`src/rtl/spae_pkg.sv`:
```
// Shared types and constants for the step pulse amplitude estimator.
// Used by every module of the block; no dependencies of its own.
package spae_pkg;

    localparam int SAMPLE_WIDTH_DEF = 16;
    localparam int COUNT_WIDTH_DEF  = 16;
    localparam int CFG_WIDTH        = 16;
    localparam int CFG_ADDR_WIDTH   = 3;
    localparam int OUT_COUNT_WIDTH  = 16;

    typedef enum logic [CFG_ADDR_WIDTH-1:0] {
        REG_BASE_LOW   = 3'd0,
        REG_BASE_HIGH  = 3'd1,
        REG_SIG_LOW    = 3'd2,
        REG_SIG_HIGH   = 3'd3,
        REG_JUMP_LIMIT = 3'd4
    } t_cfg_reg;

    localparam logic signed [CFG_WIDTH-1:0] BASE_LOW_RST   = -16'sd200;
    localparam logic signed [CFG_WIDTH-1:0] BASE_HIGH_RST  = 16'sd200;
    localparam logic signed [CFG_WIDTH-1:0] SIG_LOW_RST    = 16'sd0;
    localparam logic signed [CFG_WIDTH-1:0] SIG_HIGH_RST   = 16'sd0;
    localparam logic        [CFG_WIDTH-1:0] JUMP_LIMIT_RST = 16'd500;

    typedef struct packed {
        logic signed [CFG_WIDTH-1:0] base_low;
        logic signed [CFG_WIDTH-1:0] base_high;
        logic signed [CFG_WIDTH-1:0] sig_low;
        logic signed [CFG_WIDTH-1:0] sig_high;
        logic        [CFG_WIDTH-1:0] jump_limit;
    } t_band_cfg;

    typedef struct packed {
        logic busy;
        logic done;
    } t_div_stat;

    typedef enum logic [1:0] {
        ST_IDLE     = 2'd0,
        ST_DIV_SIG  = 2'd1,
        ST_DIV_BASE = 2'd2,
        ST_DONE     = 2'd3
    } t_seq_state;

endpackage

```
`src/rtl/spae_accum.sv`:
```
// Sample classifier and level accumulator: band check, step detection,
// saturating sums and counts. Depends on spae_pkg.
module spae_accum #(
    parameter int SAMPLE_WIDTH = spae_pkg::SAMPLE_WIDTH_DEF,
    parameter int COUNT_WIDTH  = spae_pkg::COUNT_WIDTH_DEF
) (
    input  logic                                       i_clk,
    input  logic                                       i_rst_n,
    input  logic                                       i_accept,
    input  logic signed [SAMPLE_WIDTH-1:0]             i_sample,
    input  spae_pkg::t_band_cfg                        i_cfg,
    output logic                                       o_emit,
    output logic signed [SAMPLE_WIDTH+COUNT_WIDTH-1:0] o_sig_sum,
    output logic        [COUNT_WIDTH-1:0]              o_sig_cnt,
    output logic signed [SAMPLE_WIDTH+COUNT_WIDTH-1:0] o_base_sum,
    output logic        [COUNT_WIDTH-1:0]              o_base_cnt
);
    import spae_pkg::*;

    localparam int SUM_W = SAMPLE_WIDTH + COUNT_WIDTH;
    localparam int CMP_W = ((SAMPLE_WIDTH > CFG_WIDTH) ? SAMPLE_WIDTH : CFG_WIDTH) + 1;
    localparam int DIF_W = SAMPLE_WIDTH + 1;
    localparam int LIM_W = (DIF_W > CFG_WIDTH) ? DIF_W : CFG_WIDTH;

    logic signed [SAMPLE_WIDTH-1:0] r_prev,      n_prev;
    logic                           r_primed,    n_primed;
    logic                           r_phase,     n_phase;
    logic signed [SUM_W-1:0]        r_base_sum,  n_base_sum;
    logic signed [SUM_W-1:0]        r_sig_sum,   n_sig_sum;
    logic        [COUNT_WIDTH-1:0]  r_base_cnt,  n_base_cnt;
    logic        [COUNT_WIDTH-1:0]  r_sig_cnt,   n_sig_cnt;

    logic signed [CMP_W-1:0] x_cmp;
    logic                    in_band;
    logic signed [DIF_W-1:0] diff;
    logic        [DIF_W-1:0] diff_abs;
    logic                    is_jump;
    logic                    base_full;
    logic                    sig_full;
    logic signed [SUM_W-1:0] x_sum;

    always_comb begin
        x_cmp   = CMP_W'(i_sample);
        in_band = ((x_cmp > CMP_W'(i_cfg.base_low)) && (x_cmp < CMP_W'(i_cfg.base_high)))
               || ((x_cmp > CMP_W'(i_cfg.sig_low))  && (x_cmp < CMP_W'(i_cfg.sig_high)));
        diff     = DIF_W'(i_sample) - DIF_W'(r_prev);
        diff_abs = diff[DIF_W-1] ? DIF_W'(-diff) : DIF_W'(diff);
        is_jump  = LIM_W'(diff_abs) >= LIM_W'(i_cfg.jump_limit);
        base_full = &r_base_cnt;
        sig_full  = &r_sig_cnt;
        x_sum     = SUM_W'(i_sample);
    end

    // Only an in-band sample that is a second step produces a result.
    assign o_emit = r_primed && in_band && is_jump && r_phase;

    always_comb begin
        n_prev     = r_prev;
        n_primed   = r_primed;
        n_phase    = r_phase;
        n_base_sum = r_base_sum;
        n_sig_sum  = r_sig_sum;
        n_base_cnt = r_base_cnt;
        n_sig_cnt  = r_sig_cnt;
        if (i_accept) begin
            if (!r_primed) begin
                n_prev   = i_sample;
                n_primed = 1'b1;
            end else if (in_band) begin
                n_prev = i_sample;
                if (!is_jump || !r_phase) begin
                    if (r_phase || is_jump) begin
                        n_phase = 1'b1;
                        if (!sig_full) begin
                            n_sig_sum = r_sig_sum + x_sum;
                            n_sig_cnt = r_sig_cnt + 1'b1;
                        end
                    end else if (!base_full) begin
                        n_base_sum = r_base_sum + x_sum;
                        n_base_cnt = r_base_cnt + 1'b1;
                    end
                end else begin
                    n_phase    = 1'b0;
                    n_base_sum = '0;
                    n_sig_sum  = '0;
                    n_base_cnt = '0;
                    n_sig_cnt  = '0;
                end
            end
        end
    end

    always_ff @(posedge i_clk) begin
        if (!i_rst_n) begin
            r_prev     <= '0;
            r_primed   <= 1'b0;
            r_phase    <= 1'b0;
            r_base_sum <= '0;
            r_sig_sum  <= '0;
            r_base_cnt <= '0;
            r_sig_cnt  <= '0;
        end else begin
            r_prev     <= n_prev;
            r_primed   <= n_primed;
            r_phase    <= n_phase;
            r_base_sum <= n_base_sum;
            r_sig_sum  <= n_sig_sum;
            r_base_cnt <= n_base_cnt;
            r_sig_cnt  <= n_sig_cnt;
        end
    end

    assign o_sig_sum  = r_sig_sum;
    assign o_sig_cnt  = r_sig_cnt;
    assign o_base_sum = r_base_sum;
    assign o_base_cnt = r_base_cnt;

endmodule

```
`src/rtl/spae_divider.sv`:
```
// Shared radix-2 restoring divider: signed dividend by unsigned divisor,
// quotient truncated toward zero, one quotient bit per cycle. Depends on spae_pkg.
module spae_divider #(
    parameter int SAMPLE_WIDTH = spae_pkg::SAMPLE_WIDTH_DEF,
    parameter int COUNT_WIDTH  = spae_pkg::COUNT_WIDTH_DEF
) (
    input  logic                                       i_clk,
    input  logic                                       i_rst_n,
    input  logic                                       i_start,
    input  logic signed [SAMPLE_WIDTH+COUNT_WIDTH-1:0] i_dividend,
    input  logic        [COUNT_WIDTH-1:0]              i_divisor,
    output spae_pkg::t_div_stat                        o_stat,
    output logic signed [SAMPLE_WIDTH+COUNT_WIDTH-1:0] o_quotient
);
    import spae_pkg::*;

    localparam int SUM_W = SAMPLE_WIDTH + COUNT_WIDTH;
    localparam int CNT_W = $clog2(SUM_W + 1);

    logic [CNT_W-1:0]       r_cnt;
    logic                   r_busy;
    logic                   r_done;
    logic                   r_neg;
    logic [COUNT_WIDTH-1:0] r_div;
    logic [COUNT_WIDTH-1:0] r_rem;
    logic [SUM_W-1:0]       r_quo;

    logic [COUNT_WIDTH:0]   shifted;
    logic [COUNT_WIDTH+1:0] trial;
    logic                   fits;

    always_comb begin
        shifted = {r_rem, r_quo[SUM_W-1]};
        trial   = {1'b0, shifted} - {2'b00, r_div};
        fits    = !trial[COUNT_WIDTH+1];
    end

    always_ff @(posedge i_clk) begin
        if (!i_rst_n) begin
            r_busy <= 1'b0;
            r_done <= 1'b0;
            r_cnt  <= '0;
        end else begin
            r_done <= 1'b0;
            if (i_start) begin
                r_busy <= 1'b1;
                r_cnt  <= CNT_W'(SUM_W);
            end else if (r_busy) begin
                r_cnt <= r_cnt - 1'b1;
                if (r_cnt == CNT_W'(1)) begin
                    r_busy <= 1'b0;
                    r_done <= 1'b1;
                end
            end
        end
    end

    // Datapath holds the dividend magnitude in the quotient register and
    // shifts quotient bits in from the bottom.
    always_ff @(posedge i_clk) begin
        if (i_start) begin
            r_neg <= i_dividend[SUM_W-1];
            r_quo <= i_dividend[SUM_W-1] ? SUM_W'(-i_dividend) : SUM_W'(i_dividend);
            r_rem <= '0;
            r_div <= i_divisor;
        end else if (r_busy) begin
            r_quo <= {r_quo[SUM_W-2:0], fits};
            r_rem <= fits ? trial[COUNT_WIDTH-1:0] : shifted[COUNT_WIDTH-1:0];
        end
    end

    assign o_stat.busy = r_busy;
    assign o_stat.done = r_done;
    assign o_quotient  = r_neg ? SUM_W'(-r_quo) : SUM_W'(r_quo);

endmodule

```
`src/rtl/step_pulse_amplitude_estimator.sv`:
```
// Step pulse amplitude estimator top level: configuration registers, sequencer around the
// shared divider, output register. Uses spae_pkg, spae_accum and spae_divider.
// A sample that ends no pulse is absorbed in the idle state; the input stays ready. A
// pulse-ending sample runs two divider passes, signal mean then baseline mean; its result
// then goes to the output register, and the input is ready again once it is loaded,
// after any output stall. Synchronous active-low reset clears state and loads defaults.
module step_pulse_amplitude_estimator #(
    parameter int SAMPLE_WIDTH = spae_pkg::SAMPLE_WIDTH_DEF,
    parameter int COUNT_WIDTH  = spae_pkg::COUNT_WIDTH_DEF
) (
    input  logic                                   i_clk,
    input  logic                                   i_rst_n,
    // Configuration write port.
    input  logic                                   i_cfg_wr_en,
    input  logic [spae_pkg::CFG_ADDR_WIDTH-1:0]    i_cfg_addr,
    input  logic [spae_pkg::CFG_WIDTH-1:0]         i_cfg_wr_data,
    // Input stream. tdata: sample.
    input  logic                                   i_s_tvalid,
    output logic                                   o_s_tready,
    input  logic [((SAMPLE_WIDTH+7)/8)*8-1:0]      i_s_tdata,
    // Output stream. tdata: amplitude, baseline_samples, signal_samples.
    output logic                                   o_m_tvalid,
    input  logic                                   i_m_tready,
    output logic [((SAMPLE_WIDTH+33+7)/8)*8-1:0]   o_m_tdata,
    // tuser: no_baseline.
    output logic                                   o_m_tuser
);
    import spae_pkg::*;

    localparam int SUM_W   = SAMPLE_WIDTH + COUNT_WIDTH;
    localparam int AMP_W   = SAMPLE_WIDTH + 1;
    localparam int OUT_W   = ((SAMPLE_WIDTH + 33 + 7) / 8) * 8;
    localparam int PAY_W   = AMP_W + 2 * OUT_COUNT_WIDTH;
    localparam int CWIDE_W = (COUNT_WIDTH > OUT_COUNT_WIDTH) ? COUNT_WIDTH : OUT_COUNT_WIDTH;

    // Configuration registers.
    t_band_cfg r_cfg;

    always_ff @(posedge i_clk) begin
        if (!i_rst_n) begin
            r_cfg.base_low   <= BASE_LOW_RST;
            r_cfg.base_high  <= BASE_HIGH_RST;
            r_cfg.sig_low    <= SIG_LOW_RST;
            r_cfg.sig_high   <= SIG_HIGH_RST;
            r_cfg.jump_limit <= JUMP_LIMIT_RST;
        end else if (i_cfg_wr_en) begin
            case (t_cfg_reg'(i_cfg_addr))
                REG_BASE_LOW:   r_cfg.base_low   <= i_cfg_wr_data;
                REG_BASE_HIGH:  r_cfg.base_high  <= i_cfg_wr_data;
                REG_SIG_LOW:    r_cfg.sig_low    <= i_cfg_wr_data;
                REG_SIG_HIGH:   r_cfg.sig_high   <= i_cfg_wr_data;
                REG_JUMP_LIMIT: r_cfg.jump_limit <= i_cfg_wr_data;
                default: ;
            endcase
        end
    end

    t_seq_state r_state, n_state;

    logic                          accept;
    logic                          emit;
    logic signed [SUM_W-1:0]       acc_sig_sum;
    logic        [COUNT_WIDTH-1:0] acc_sig_cnt;
    logic signed [SUM_W-1:0]       acc_base_sum;
    logic        [COUNT_WIDTH-1:0] acc_base_cnt;

    assign o_s_tready = (r_state == ST_IDLE);
    assign accept     = i_s_tvalid && o_s_tready;

    spae_accum #(
        .SAMPLE_WIDTH (SAMPLE_WIDTH),
        .COUNT_WIDTH  (COUNT_WIDTH)
    ) u_accum (
        .i_clk      (i_clk),
        .i_rst_n    (i_rst_n),
        .i_accept   (accept),
        .i_sample   (i_s_tdata[SAMPLE_WIDTH-1:0]),
        .i_cfg      (r_cfg),
        .o_emit     (emit),
        .o_sig_sum  (acc_sig_sum),
        .o_sig_cnt  (acc_sig_cnt),
        .o_base_sum (acc_base_sum),
        .o_base_cnt (acc_base_cnt)
    );

    // Snapshot of the finished pulse; the accumulator clears at the same edge.
    logic signed [SUM_W-1:0]        r_base_sum;
    logic        [COUNT_WIDTH-1:0]  r_base_cnt;
    logic        [COUNT_WIDTH-1:0]  r_sig_cnt;
    logic signed [SAMPLE_WIDTH-1:0] r_smean;
    logic signed [SAMPLE_WIDTH-1:0] r_bmean;

    logic                          div_start;
    logic signed [SUM_W-1:0]       div_dividend;
    logic        [COUNT_WIDTH-1:0] div_divisor;
    t_div_stat                     div_stat;
    logic signed [SUM_W-1:0]       div_quotient;

    spae_divider #(
        .SAMPLE_WIDTH (SAMPLE_WIDTH),
        .COUNT_WIDTH  (COUNT_WIDTH)
    ) u_divider (
        .i_clk      (i_clk),
        .i_rst_n    (i_rst_n),
        .i_start    (div_start),
        .i_dividend (div_dividend),
        .i_divisor  (div_divisor),
        .o_stat     (div_stat),
        .o_quotient (div_quotient)
    );

    logic                 r_out_valid;
    logic [AMP_W-1:0]     r_amp;
    logic [OUT_COUNT_WIDTH-1:0] r_out_bcnt;
    logic [OUT_COUNT_WIDTH-1:0] r_out_scnt;
    logic                 r_out_nobase;
    logic                 out_free;
    logic                 out_load;
    logic [CWIDE_W-1:0]   bcnt_wide;
    logic [CWIDE_W-1:0]   scnt_wide;
    logic signed [AMP_W-1:0] amp_next;

    assign out_free = !r_out_valid || i_m_tready;

    // Next-state logic.
    always_comb begin
        n_state = r_state;
        case (r_state)
            ST_IDLE:     if (accept && emit) n_state = ST_DIV_SIG;
            ST_DIV_SIG:  if (div_stat.done) n_state = ST_DIV_BASE;
            ST_DIV_BASE: if (div_stat.done) n_state = ST_DONE;
            ST_DONE:     if (out_free) n_state = ST_IDLE;
            default:     n_state = ST_IDLE;
        endcase
    end

    // Sequencer outputs.
    always_comb begin
        div_start    = 1'b0;
        div_dividend = r_base_sum;
        div_divisor  = r_base_cnt;
        out_load     = 1'b0;
        case (r_state)
            ST_IDLE: begin
                div_start    = accept && emit;
                div_dividend = acc_sig_sum;
                div_divisor  = acc_sig_cnt;
            end
            ST_DIV_SIG:  div_start = div_stat.done;
            ST_DIV_BASE: ;
            ST_DONE:     out_load = out_free;
            default: ;
        endcase
    end

    always_ff @(posedge i_clk) begin
        if (!i_rst_n) begin
            r_state <= ST_IDLE;
        end else begin
            r_state <= n_state;
        end
    end

    always_ff @(posedge i_clk) begin
        if (r_state == ST_IDLE && accept && emit) begin
            r_base_sum <= acc_base_sum;
            r_base_cnt <= acc_base_cnt;
            r_sig_cnt  <= acc_sig_cnt;
        end
        // An empty count gives a mean of zero.
        if (r_state == ST_DIV_SIG && div_stat.done) begin
            r_smean <= (r_sig_cnt == '0) ? '0 : div_quotient[SAMPLE_WIDTH-1:0];
        end
        if (r_state == ST_DIV_BASE && div_stat.done) begin
            r_bmean <= (r_base_cnt == '0) ? '0 : div_quotient[SAMPLE_WIDTH-1:0];
        end
    end

    always_comb begin
        amp_next  = AMP_W'(r_smean) - AMP_W'(r_bmean);
        bcnt_wide = CWIDE_W'(r_base_cnt);
        scnt_wide = CWIDE_W'(r_sig_cnt);
    end

    always_ff @(posedge i_clk) begin
        if (!i_rst_n) begin
            r_out_valid <= 1'b0;
        end else if (out_load) begin
            r_out_valid <= 1'b1;
        end else if (i_m_tready) begin
            r_out_valid <= 1'b0;
        end
    end

    always_ff @(posedge i_clk) begin
        if (out_load) begin
            r_amp        <= amp_next;
            r_out_bcnt   <= bcnt_wide[OUT_COUNT_WIDTH-1:0];
            r_out_scnt   <= scnt_wide[OUT_COUNT_WIDTH-1:0];
            r_out_nobase <= (r_base_cnt == '0);
        end
    end

    assign o_m_tvalid = r_out_valid;
    assign o_m_tdata  = OUT_W'({r_out_scnt, r_out_bcnt, r_amp});
    assign o_m_tuser  = r_out_nobase;

    // Keeps the packed payload width tied to the field widths.
    localparam int PAD_W = OUT_W - PAY_W;
    if (PAD_W < 0) begin : g_bad_width
        $error("output payload does not fit tdata");
    end

endmodule

```
`config.mk`:
```
export PLATFORM = sky130hd
export DESIGN_NAME = step_pulse_amplitude_estimator
export DESIGN_NICKNAME = d
export VERILOG_FILES = /design/src/rtl/spae_pkg.sv /design/src/rtl/spae_accum.sv /design/src/rtl/spae_divider.sv /design/src/rtl/step_pulse_amplitude_estimator.sv
export SDC_FILE = /design/constraint.sdc
export NUM_CORES = 1
export LEC_CHECK = 0
export BUFFER_PORTS_ARGS = -buffer_cell sky130_fd_sc_hd__buf_2
export CAP_MARGIN = 10
export CORE_MARGIN = 1
export CORE_UTILIZATION = 45
export CTS_CLUSTER_SIZE = 24
export DETAILED_ROUTE_END_ITERATION = 7
export GPL_ROUTABILITY_DRIVEN = 0
export PLACE_DENSITY = 0.62
export SYNTH_ARGS = -nofsm -noshare
export SYNTH_HDL_FRONTEND = slang
export SYNTH_SLANG_ARGS = --single-unit
```
`constraint.sdc`:
```
create_clock -name i_clk -period 9.9 [get_ports i_clk]
set_clock_uncertainty 0.2 [all_clocks]
set_input_delay 1.485 -clock i_clk [delete_from_list [all_inputs] [get_ports i_clk]]
set_output_delay 1.485 -clock i_clk [all_outputs]
set_load 0.01 [all_outputs]
```
* Word level (Yosys, flattened, before mapping)
Index checks and enable logic that the tools add are counted.
W data, S select, Z words.
** Storage, ports and cells
- Bits of input ports :: 40
- Logic and storage cells :: 144
- Bits in registers :: 416
** Operators by class
- Bitwise logic cells :: 2
- Reductions and logical operators :: 39
- $lt $le $gt $ge :: 5
- Equal/unequal tests :: 17
- Multiplexer cells :: 39
- Add/subtract/negate cells :: 11
** Operator list (count)
- $mux W32 :: 10
- $mux W16 :: 11
- $add A32 B16 Y32 :: 2
- $sub A16 B16 Y17 :: 2
- $add A16 B1 Y16 const B :: 2
- $gt A16 B16 Y1 :: 2
- $logic_not A16 Y1 :: 2
- $lt A16 B16 Y1 :: 2
- $neg A32 Y32 :: 1
- $reduce_and A16 Y1 :: 2
- $sub A17 B16 Y18 :: 1
- $ge A17 B16 Y1 :: 1
- $mux W17 :: 1
- $neg A17 Y17 :: 1
- $neg A16 Y16 :: 1
- $mux W6 :: 2
- $ne A2 B2 Y1 const B :: 6
- $reduce_and A2 Y1 :: 6
- $logic_and A1 B1 Y1 :: 11
- $reduce_and A5 Y1 :: 2
- $mux W1 :: 9
- $mux W2 :: 4
- $pmux W2 S4 :: 1
- $reduce_and A4 Y1 :: 2
- other kinds (17) :: 29

* Depth between registers and ports, before layout
Gate-level depths: netlist of the first run.
- Depth after elaboration :: 9
- Mapped depth :: 31

* Cells and area by module
From an unflattened synthesis of the first run, not the netlist that was laid out.
** Unflattened totals
- Cells, all modules :: 2687
- Area total of the unflattened synthesis :: 24925.2 sq um
** Modules (own cells, without submodules)
- spae_accum :: cells each 1374, times used 1, area each 10685.2 sq um
- step_pulse_amplitude_estimator :: cells each 770, times used 1, area each 9281.4 sq um
- spae_divider :: cells each 543, times used 1, area each 4958.5 sq um

* Worst setup path before layout of the first run
OpenSTA, ideal clock, no wires.
- Path kind :: input to register
- Start :: in i_s_tdata[0]
- End :: reg r_base_cnt[0], in the netlist bcnt_wide[0] (enable)
- Arrival time :: 6.897 ns
- Slack :: 2.380 ns
- Setup time :: 0.424 ns
- Stages :: 20
- Cell sequence :: inv_1 -> ha_1 -> fa_1 -> nor2b_4 -> o31a_1 -> o31ai_2 -> a21boi_1 -> or4_4 -> or2_1 -> or3_1 -> or3_1 -> o31ai_1 -> xor2_1 -> ha_1 -> nand4_1 -> nor4_1 -> nor3_1 -> o31ai_1 -> nand4_1 -> nand2_1
** Between the ends
- Word-level cells in the longest chain between the ends :: 7
- Elaborated cells on any way between the ends :: 15
- Classes of those cells :: add/sub (2); order compare (5); mux (1); reduce/logical (7)
** RTL lines
- from (decl) :: RTL line step_pulse_amplitude_estimator.sv:20 : input logic [((SAMPLE_WIDTH+7)/8)*8-1:0] i_s_tdata,
- $sub A16 B16 Y17, or another cell as far along :: RTL line spae_accum.sv:46 : diff = DIF_W'(i_sample) - DIF_W'(r_prev);
- $neg A17 Y17, or another cell as far along :: RTL line spae_accum.sv:47 : diff_abs = diff[DIF_W-1] ? DIF_W'(-diff) : DIF_W'(diff);
- $mux W17 / $logic_or A1 B1 Y1 (equally long branches) :: RTL line spae_accum.sv:47, spae_accum.sv:45
- $ge A17 B16 Y1 / $logic_and A1 B1 Y1 (equally long branches) :: RTL line spae_accum.sv:48, spae_accum.sv:55
- $logic_and A1 B1 Y1 (*) (2 in series) :: RTL line spae_accum.sv:55 : assign o_emit = r_primed && in_band && is_jump && r_phase;
- $logic_and A1 B1 Y1 (*) :: RTL line step_pulse_amplitude_estimator.sv:165 : if (r_state == ST_IDLE && accept && emit) begin
- to (signal assigned) :: RTL line step_pulse_amplitude_estimator.sv:167 : r_base_cnt <= acc_base_cnt;
- to (decl) :: RTL line step_pulse_amplitude_estimator.sv:88 : logic [COUNT_WIDTH-1:0] r_base_cnt;
Mark *: on every way between the ends. The rest lies on a longest branch, timed or not.
A chain may end at the register's enable or synchronous reset.

* Worst setup path after layout of the first run
- Start :: in i_s_tdata[0]
- End :: reg u_accum.r_sig_sum[12], in the netlist u_accum.o_sig_sum[12]
** Between the ends
- Word-level cells in the longest chain between the ends :: 8
- Elaborated cells on any way between the ends :: 21
- Classes of those cells :: add/sub (3); order compare (5); eq/ne (2); mux (4); reduce/logical (7)
** RTL lines
- $sub A16 B16 Y17 :: RTL line spae_accum.sv:46
- $neg A17 Y17 :: RTL line spae_accum.sv:47
- $mux W17 :: RTL line spae_accum.sv:47
- $ge A17 B16 Y1 :: RTL line spae_accum.sv:48 : is_jump = LIM_W'(diff_abs) >= LIM_W'(i_cfg.jump_limit);
- $logic_not A1 Y1 :: RTL line spae_accum.sv:71 : if (!is_jump || !r_phase) begin
- $logic_or A1 B1 Y1 :: RTL line spae_accum.sv:71
- $ne A2 B2 Y1 (no line)
- $reduce_and A5 Y1 (no line)
- to (signal assigned) :: RTL line spae_accum.sv:107 : r_sig_sum <= n_sig_sum;
- to (decl) :: RTL line spae_accum.sv:29 : logic signed [SUM_W-1:0] r_sig_sum, n_sig_sum;
Parallel ways exist; a longest one is shown, timed or not. The select of a mux whose other input is x is not followed.

==> key figures, run 1 <==
Cells and area
  • ANT cells: 0
  • Filler instances: 4882
  • Fin area: between 0.02 and 0.03 sq mm
  • Area of the multi-input gates: 0.01302 sq mm
  • Storage element area: between 0.01 and 0.015 sq mm
  • Area Growth Syn to Fin: 10.83%
  • Layout cells sized above 1: 9.852%
  • Fin nets: roughly 2900

Critical path
  • WP data required: 10120 ps
  • RR Endpoint: u_accum.o_sig_sum[12]
  • Critical path class: input port to flop
  • Source of the worst register-to-register timing path: u_accum.r_prev[0]
  • Max Fanout on Critical Path: 26
  • Crit end category: flop
  • R2R depth: 26
  • R2R Setup Slk: between 2000 and 3000 ps
  • CP Data Arrival Time: 8380 ps
  • Crit path launch type: input port

Clock network
  • # resized after CTS: 0
  • Cts hold-fix bufs: 0
  • Postcts setup bufs: 0
  • CTS max path bufs: 3
  • Root buffer cell: clkbuf_16
  • Worst-path clk slew: about 60 ps
  • CTS sink cnt: 416
  • CTS tree: done
  • CTS H-tree depth: 2
  • Worst skew pair latency: 590 ps
  • CTS Buf Count: between 40 and 50

Pwr
  • Internal power: 3.261 mW
  • Combinational share of power: 22.2%
  • Total power: 4.656 mW
  • Peak VDD IR: between 0.1 and 0.15 mV
  • Leakage: 10.84 nW
  • Clock Power Share: about 37%
  • Pwr/cell area: 172.9 mW/mm^2
  • P_sw: 1.395 mW
  • Sequential power share: 40.7%
  • Sw frac: 29.97%

Floorplan
  • Die span in x: ~230 um
  • Ports: 99
  • Die area: 0.05492 sq mm
  • Site Rows: 84
  • CORE AREA: 0.05297 sq mm
  • Initial Util: 45.86%
  • Die H: about 230 um

Routing
  • Vias: 19050
  • Routed len/inst: 17.80 um
  • TritonRoute pass-1 iters: 6
  • Iter 0 DRT Violations: around 1200
  • Post-DRT Antenna Nets: 0
  • DR DRC count: 0
  • Drt via density: 5.624
  • Routed WL: 60290 um

Status
  • Status: finished clean

Timing
  • Pins Over Slew Limit: 0
  • Post-route clock period utilization: 82.36%
  • Max-slew headroom: 27.54%
  • RSZ-0062 raised after global routing: no
  • Post-layout min period: 8154 ps
  • Worst-Margin Slew: 1087 ps
  • Final hold slack: 249.4 ps
  • Worst setup margin: 1746 ps
  • Post-route setup TNS: 0 ps
  • Setup violators final: 0
  • Max Clk Rate: 122.6 MHz
  • Final Hold Viols: 0

Yosys
  • Cell with the most instances after synthesis: nand2_1
  • EDFF count, synth: 195
  • Synth Flop Type: dfxtp_1
  • Post-synthesis cell count: about 2600
  • Avg Cell Area, Syn: ~9.3 sq um
  • Yosys cell types: 82
  • Post-synth top area share: 24.10%
  • Yosys reg bits: ~420
  • Largest area contributor in the netlist: edfxtp_1
  • Synthesized area: around 0.024 sq mm
  • Seq/Total Area, Yosys: 42.31%
  • Async SR Flop Fraction: 0%
  • Synth top area cells: edfxtp_1 (24%), dfxtp_1 (18%), ha_1 (10%), a21oi_1 (4.6%), nand2_1 (3.8%)
  • Yosys Warn Count: 0
  • Synth top cells by count: nand2_1 (249), nor2_1 (248), a21oi_1 (224)

Placement
  • PortBufs: between 90 and 100
  • Pre-CTS setup slack: 1195 ps
  • Area post-placement: 0.02540 sq mm
  • Hpwl dp: 43390 um

Run
  • Max-cap violation count: 0

Hold path
  • Hold Crit Depth: 0
  • Worst Hold Path EP: r_out_scnt[14]
  • Worst Hold Class: flop to flop
  • Hold path start: r_sig_cnt[14]

Global routing
  • Global-route wire length before repair: 96230 um
  • Vias in the first global route: 18270
  • Largest net degree at the start of global routing: a little over 90
  • Global route overflow: 0
  • Overall Global Routing Usage: 22.10%
  • Initial antenna violation count: 0
stage by stage:
stage	cells	util (%)
after floorplan	2608	-
after global placement	3303	47.96
after detailed placement	3303	47.96
after CTS	3388	50.83
after global routing	3388	50.83
final	3388	50.83
metal layers:
| layer | vias up | global-route usage, % | wire [um] |
|---|---|---|---|
| li1 | 9439 | - | - |
| met1 | 9078 | 28.88 | 27430 |
| met2 | 435 | 37.77 | 28430 |
| met3 | 102 | 2.687 | 2718 |
| met4 | 0 | 7.238 | 1711 |
| met5 | - | 0 | 0 |
placed cells by master, fill, tap and decap left out, drive strengths merged, types with 14 or more instances in the layout:
cell,Yosys,layout
xnor2,96,96
or3,18,18
nor4,16,16
a21o,56,56
ha,201,201
o21a,25,25
o211ai,36,36
clkbuf,81,58
o21ai,92,92
a21oi,224,224
nand2,249,249
edfxtp,195,195
o31ai,14,14
nand3,49,49
nand2b,18,18
buf,24,112
mux2,46,46
a31oi,35,35
mux2i,69,69
nand4,28,28
nor2b,31,31
inv,167,168
xor2,61,61
a211oi,28,28
and3,38,38
and2,20,20
dfxtp,221,221
nor3,65,65
nor2,248,248
clkinv,1,18
worst max path at each step:
stage	slack [ps]	from	depth (start not counted)	endpoint
2_1_floorplan	2380	i_s_tdata[0]	20	bcnt_wide[0]
3_3_place_gp	1490	i_s_tdata[0]	28	u_accum.o_sig_sum[12]
4_1_cts	1820	i_s_tdata[0]	28	u_accum.o_sig_sum[12]
6_report	1750	i_s_tdata[0]	28	u_accum.o_sig_sum[12]
3_5_place_dp	1190	i_s_tdata[0]	28	u_accum.o_sig_sum[12]
5_1_grt	1370	i_s_tdata[0]	28	u_accum.o_sig_sum[12]
power groups by stage:
stage | Sequential (mW) | Combinational (mW) | Clock, mW
6_report | 1.89 | 1.03 | 1.73
5_1_grt | 1.90 | 1.14 | 1.84
4_1_cts | 1.89 | 1.03 | 1.77
3_5_place_dp | 1.93 | 1.03 | 0
3_3_place_gp | 1.93 | 1.00 | 0
2_1_floorplan | 1.91 | 0.774 | 0
critical path, cell delays in order:
cell	delay, ps
buf_2	180
inv_1	120
ha_1	240
fa_1	440
nor2b_4	140
o31a_1	180
o31ai_2	100
a21boi_1	170
or4_4	550
or2_1	270
or3_1	390
or3_1	340
o31ai_1	260
xor2_1	120
ha_1	300
nand4_1	110
nor4_1	360
nor3_1	90
o31ai_1	120
a31oi_1	140
ha_1	220
nor2_1	210
or4b_1	530
a21boi_4	740
buf_4	300
nor2b_1	60
a31oi_1	140
nor2_1	50
logic make-up after synthesis:
group | after synthesis | share of synthesized area, %
buf+inv | 273 | 4.496
flops | 416 | 42.31
simple gates | 833 | 16.23
fa+ha+maj | 206 | 10.76
xor+xnor | 157 | 5.660
mux | 115 | 4.975
compound gates | 601 | 15.55
other cells | 1 | 0.01544
flip-flops by register name, indices dropped and copies added (netlist names), 17 cells and up:
name                count
r_cfg                  80
r_amp                  17
r_base_sum             32
u_accum.o_sig_sum      32
u_divider.r_quo        32
u_accum.o_base_sum     32
final cells by class:
type	count	area share, %
inverters	168	2.351
clock buffers	58	4.666
multi-input cells	1919	48.34
repair buffers	112	2.277
clock inverters	27	0.9852
well taps	688	3.197
flip-flops and latches	416	38.18
Note: power is estimated with default switching activity, not from simulation.
==> run 2: changes to the inputs <==
PLACE_DENSITY = 0.65   (was 0.62)
clock period = 7.3 ns   (was 9.9 ns; I/O delays follow)
==> run 2 against run 1 <==
Via count increased by 0.92%. Clock power rose by 39%. Clock-buffer cell count unchanged. Hold slack got worse by 1.7 ps. Utilization rose by 0.65 points. Die area is the same. Highest routed layer unchanged. Global-route usage rose by 0.34 points. Largest cell class unchanged. Worst setup slack worse by 1300 ps. Combinational power increased by 38%. First-iteration DRC count decreased by 5.8%. Cell area grew 1.3%. Sequential share of layout area shrank 0.48 points.
==> key figures, run 2 (synthesis gave the netlist of run 1 again) <==
Clock network
  • Worst skew pair latency: about 610 ps
  • CTS sink cnt: ~420
  • CTS max path bufs: 3
  • CTS H-tree depth: 2
  • Postcts setup bufs: 0
  • Cts hold-fix bufs: 0
  • Root buffer cell: clkbuf_16
  • Worst-path clk slew: roughly 60 ps
  • CTS Buf Count: 46
  • CTS tree: done
  • # resized after CTS: 0

Timing
  • Worst-Margin Slew: 1031 ps
  • Final Hold Viols: 0
  • Post-route clock period utilization: between 90% and 100%
  • Post-layout min period: 6873 ps
  • Pins Over Slew Limit: 0
  • RSZ-0062 raised after global routing: no
  • Max Clk Rate: 145.5 MHz
  • Setup violators final: 0
  • Post-route setup TNS: 0 ps
  • Worst setup margin: 426.9 ps
  • Max-slew headroom: 31.04%

Floorplan
  • Ports: between 90 and 100
  • Die H: roughly 230 um
  • Die area: 0.05492 sq mm
  • Initial Util: 45.86%
  • Die span in x: ~230 um
  • CORE AREA: 0.05297 sq mm
  • Site Rows: 84

Critical path
  • Max Fanout on Critical Path: 31
  • R2R depth: 27
  • R2R Setup Slk: 760 ps
  • Crit. Startpoint: i_s_tdata[0]
  • RR Endpoint: u_accum.o_sig_sum[8]
  • Source of the worst register-to-register timing path: u_accum.r_prev[0]
  • Most used cell, CP: ha_1
  • WP data required: approximately 7600 ps
  • Crit end category: flop
  • Critical path class: input port to flop
  • Crit path launch type: input port
  • Slowest CP cell: or4_4
  • Max stage delay on crit path: 550 ps
  • CP Data Arrival Time: 7190 ps

Routing
  • Routed len/inst: between 15 and 20 um
  • Drt via density: 5.628
  • TritonRoute pass-1 iters: 5
  • Iter 0 DRT Violations: 1173
  • DR DRC count: 0
  • Post-DRT Antenna Nets: 0
  • Routed WL: ~60000 um
  • Vias: 19230

Cells and area
  • Area Growth Syn to Fin: 12.24%
  • Reg with most FFs: r_cfg
  • Layout cells sized above 1: about a tenth
  • Filler instances: 4778
  • Fin area: 0.02727 sq mm
  • ANT cells: 0
  • Most frequent cells in the layout: nor2_1 (248), nand2_1 (248), a21oi_1 (223)
  • Fin nets: between 2000 and 3000
  • Finished Core Util: 51.48%
  • Max reg flops: 80

Pwr
  • Peak VDD IR: between 0.2 and 0.25 mV
  • Pwr/cell area: around 230 mW/mm^2
  • Clock Power Share: 37.6%
  • Combinational share of power: 22.2%
  • Internal power: 4.486 mW
  • Sequential power share: 40.2%
  • Leakage: between 10 and 15 nW
  • Sw frac: 29.85%
  • P_sw: 1.909 mW

Global routing
  • Initial antenna violation count: 0
  • Global-route wire length before repair: 97710 um
  • Largest net degree at the start of global routing: 89
  • Overall Global Routing Usage: 22.44%
  • Global route overflow: 0
  • Vias in the first global route: 18800

Status
  • Status: finished clean

Hold path
  • Hold Crit Depth: 2
  • Worst Hold Path EP: u_divider.r_done
  • Worst Hold Class: flop to flop
  • Hold path start: u_divider.r_busy

Placement
  • Area post-placement: 0.02566 sq mm
  • Pre-CTS setup slack: -114.3 ps
  • Hpwl dp: about 44000 um
  • PortBufs: 91

Run
  • Max-cap violation count: 0
## run 2: worst max path at each step
stage | slack (ps) | depth (start not counted) | to
2_1_floorplan | 170 | 20 | bcnt_wide[0]
3_3_place_gp | 50 | 28 | u_accum.o_sig_cnt[1]
3_5_place_dp | -110 | 28 | u_accum.o_sig_sum[31]
4_1_cts | 460 | 29 | u_accum.o_sig_sum[8]
5_1_grt | 60 | 29 | u_accum.o_base_sum[18]
6_report | 430 | 29 | u_accum.o_sig_sum[8]
## run 2: per-layer routing
metal,part of all wire [%],up-vias,track usage (%)
met5,0,-,0
met4,3.2,0,8.387
met3,4.8,101,2.797
met2,47,460,39.29
met1,45,9182,28.08
li1,-,9487,-
## run 2: worst max-delay path, delay by kind of cell
family	cells	cell delay (ps)
adders and majority gates	4	1250
xor gates and xnor gates	1	110
buffers and inverters	4	500
and+or+nand+nor	12	3090
AOI/OAI and AO/OA	8	1140
## run 2: layout make-up
cell class,instances,area (sq um),area share [%]
tap,688,860.8,3.157
sequential,416,10280,37.70
timing repair buffer,140,893.4,3.276
inverter,168,633.1,2.322
clock inverter,28,357.8,1.312
clock buffer,58,1226,4.497
multi-input combinational,1919,13020,47.74
## run 2: through the flow
stage          hold slack [ps]  cells  total power [mW]
2_1_floorplan            224.6   2608             3.646
3_3_place_gp             236.6   3330             3.979
3_5_place_dp             241.8   3330             4.020
4_1_cts                  245.2   3416             6.440
5_1_grt                  267.3   3417             6.708
6_report                 247.7   3417             6.395
## run 2: power groups by stage
| stage | Combinational, mW | Sequential (mW) | Clock, mW |
|---|---|---|---|
| 6_report | 1.42 | 2.57 | 2.41 |
| 4_1_cts | 1.41 | 2.57 | 2.46 |
| 5_1_grt | 1.58 | 2.58 | 2.55 |
| 2_1_floorplan | 1.05 | 2.60 | 0 |
| 3_5_place_dp | 1.40 | 2.62 | 0 |
| 3_3_place_gp | 1.37 | 2.61 | 0 |
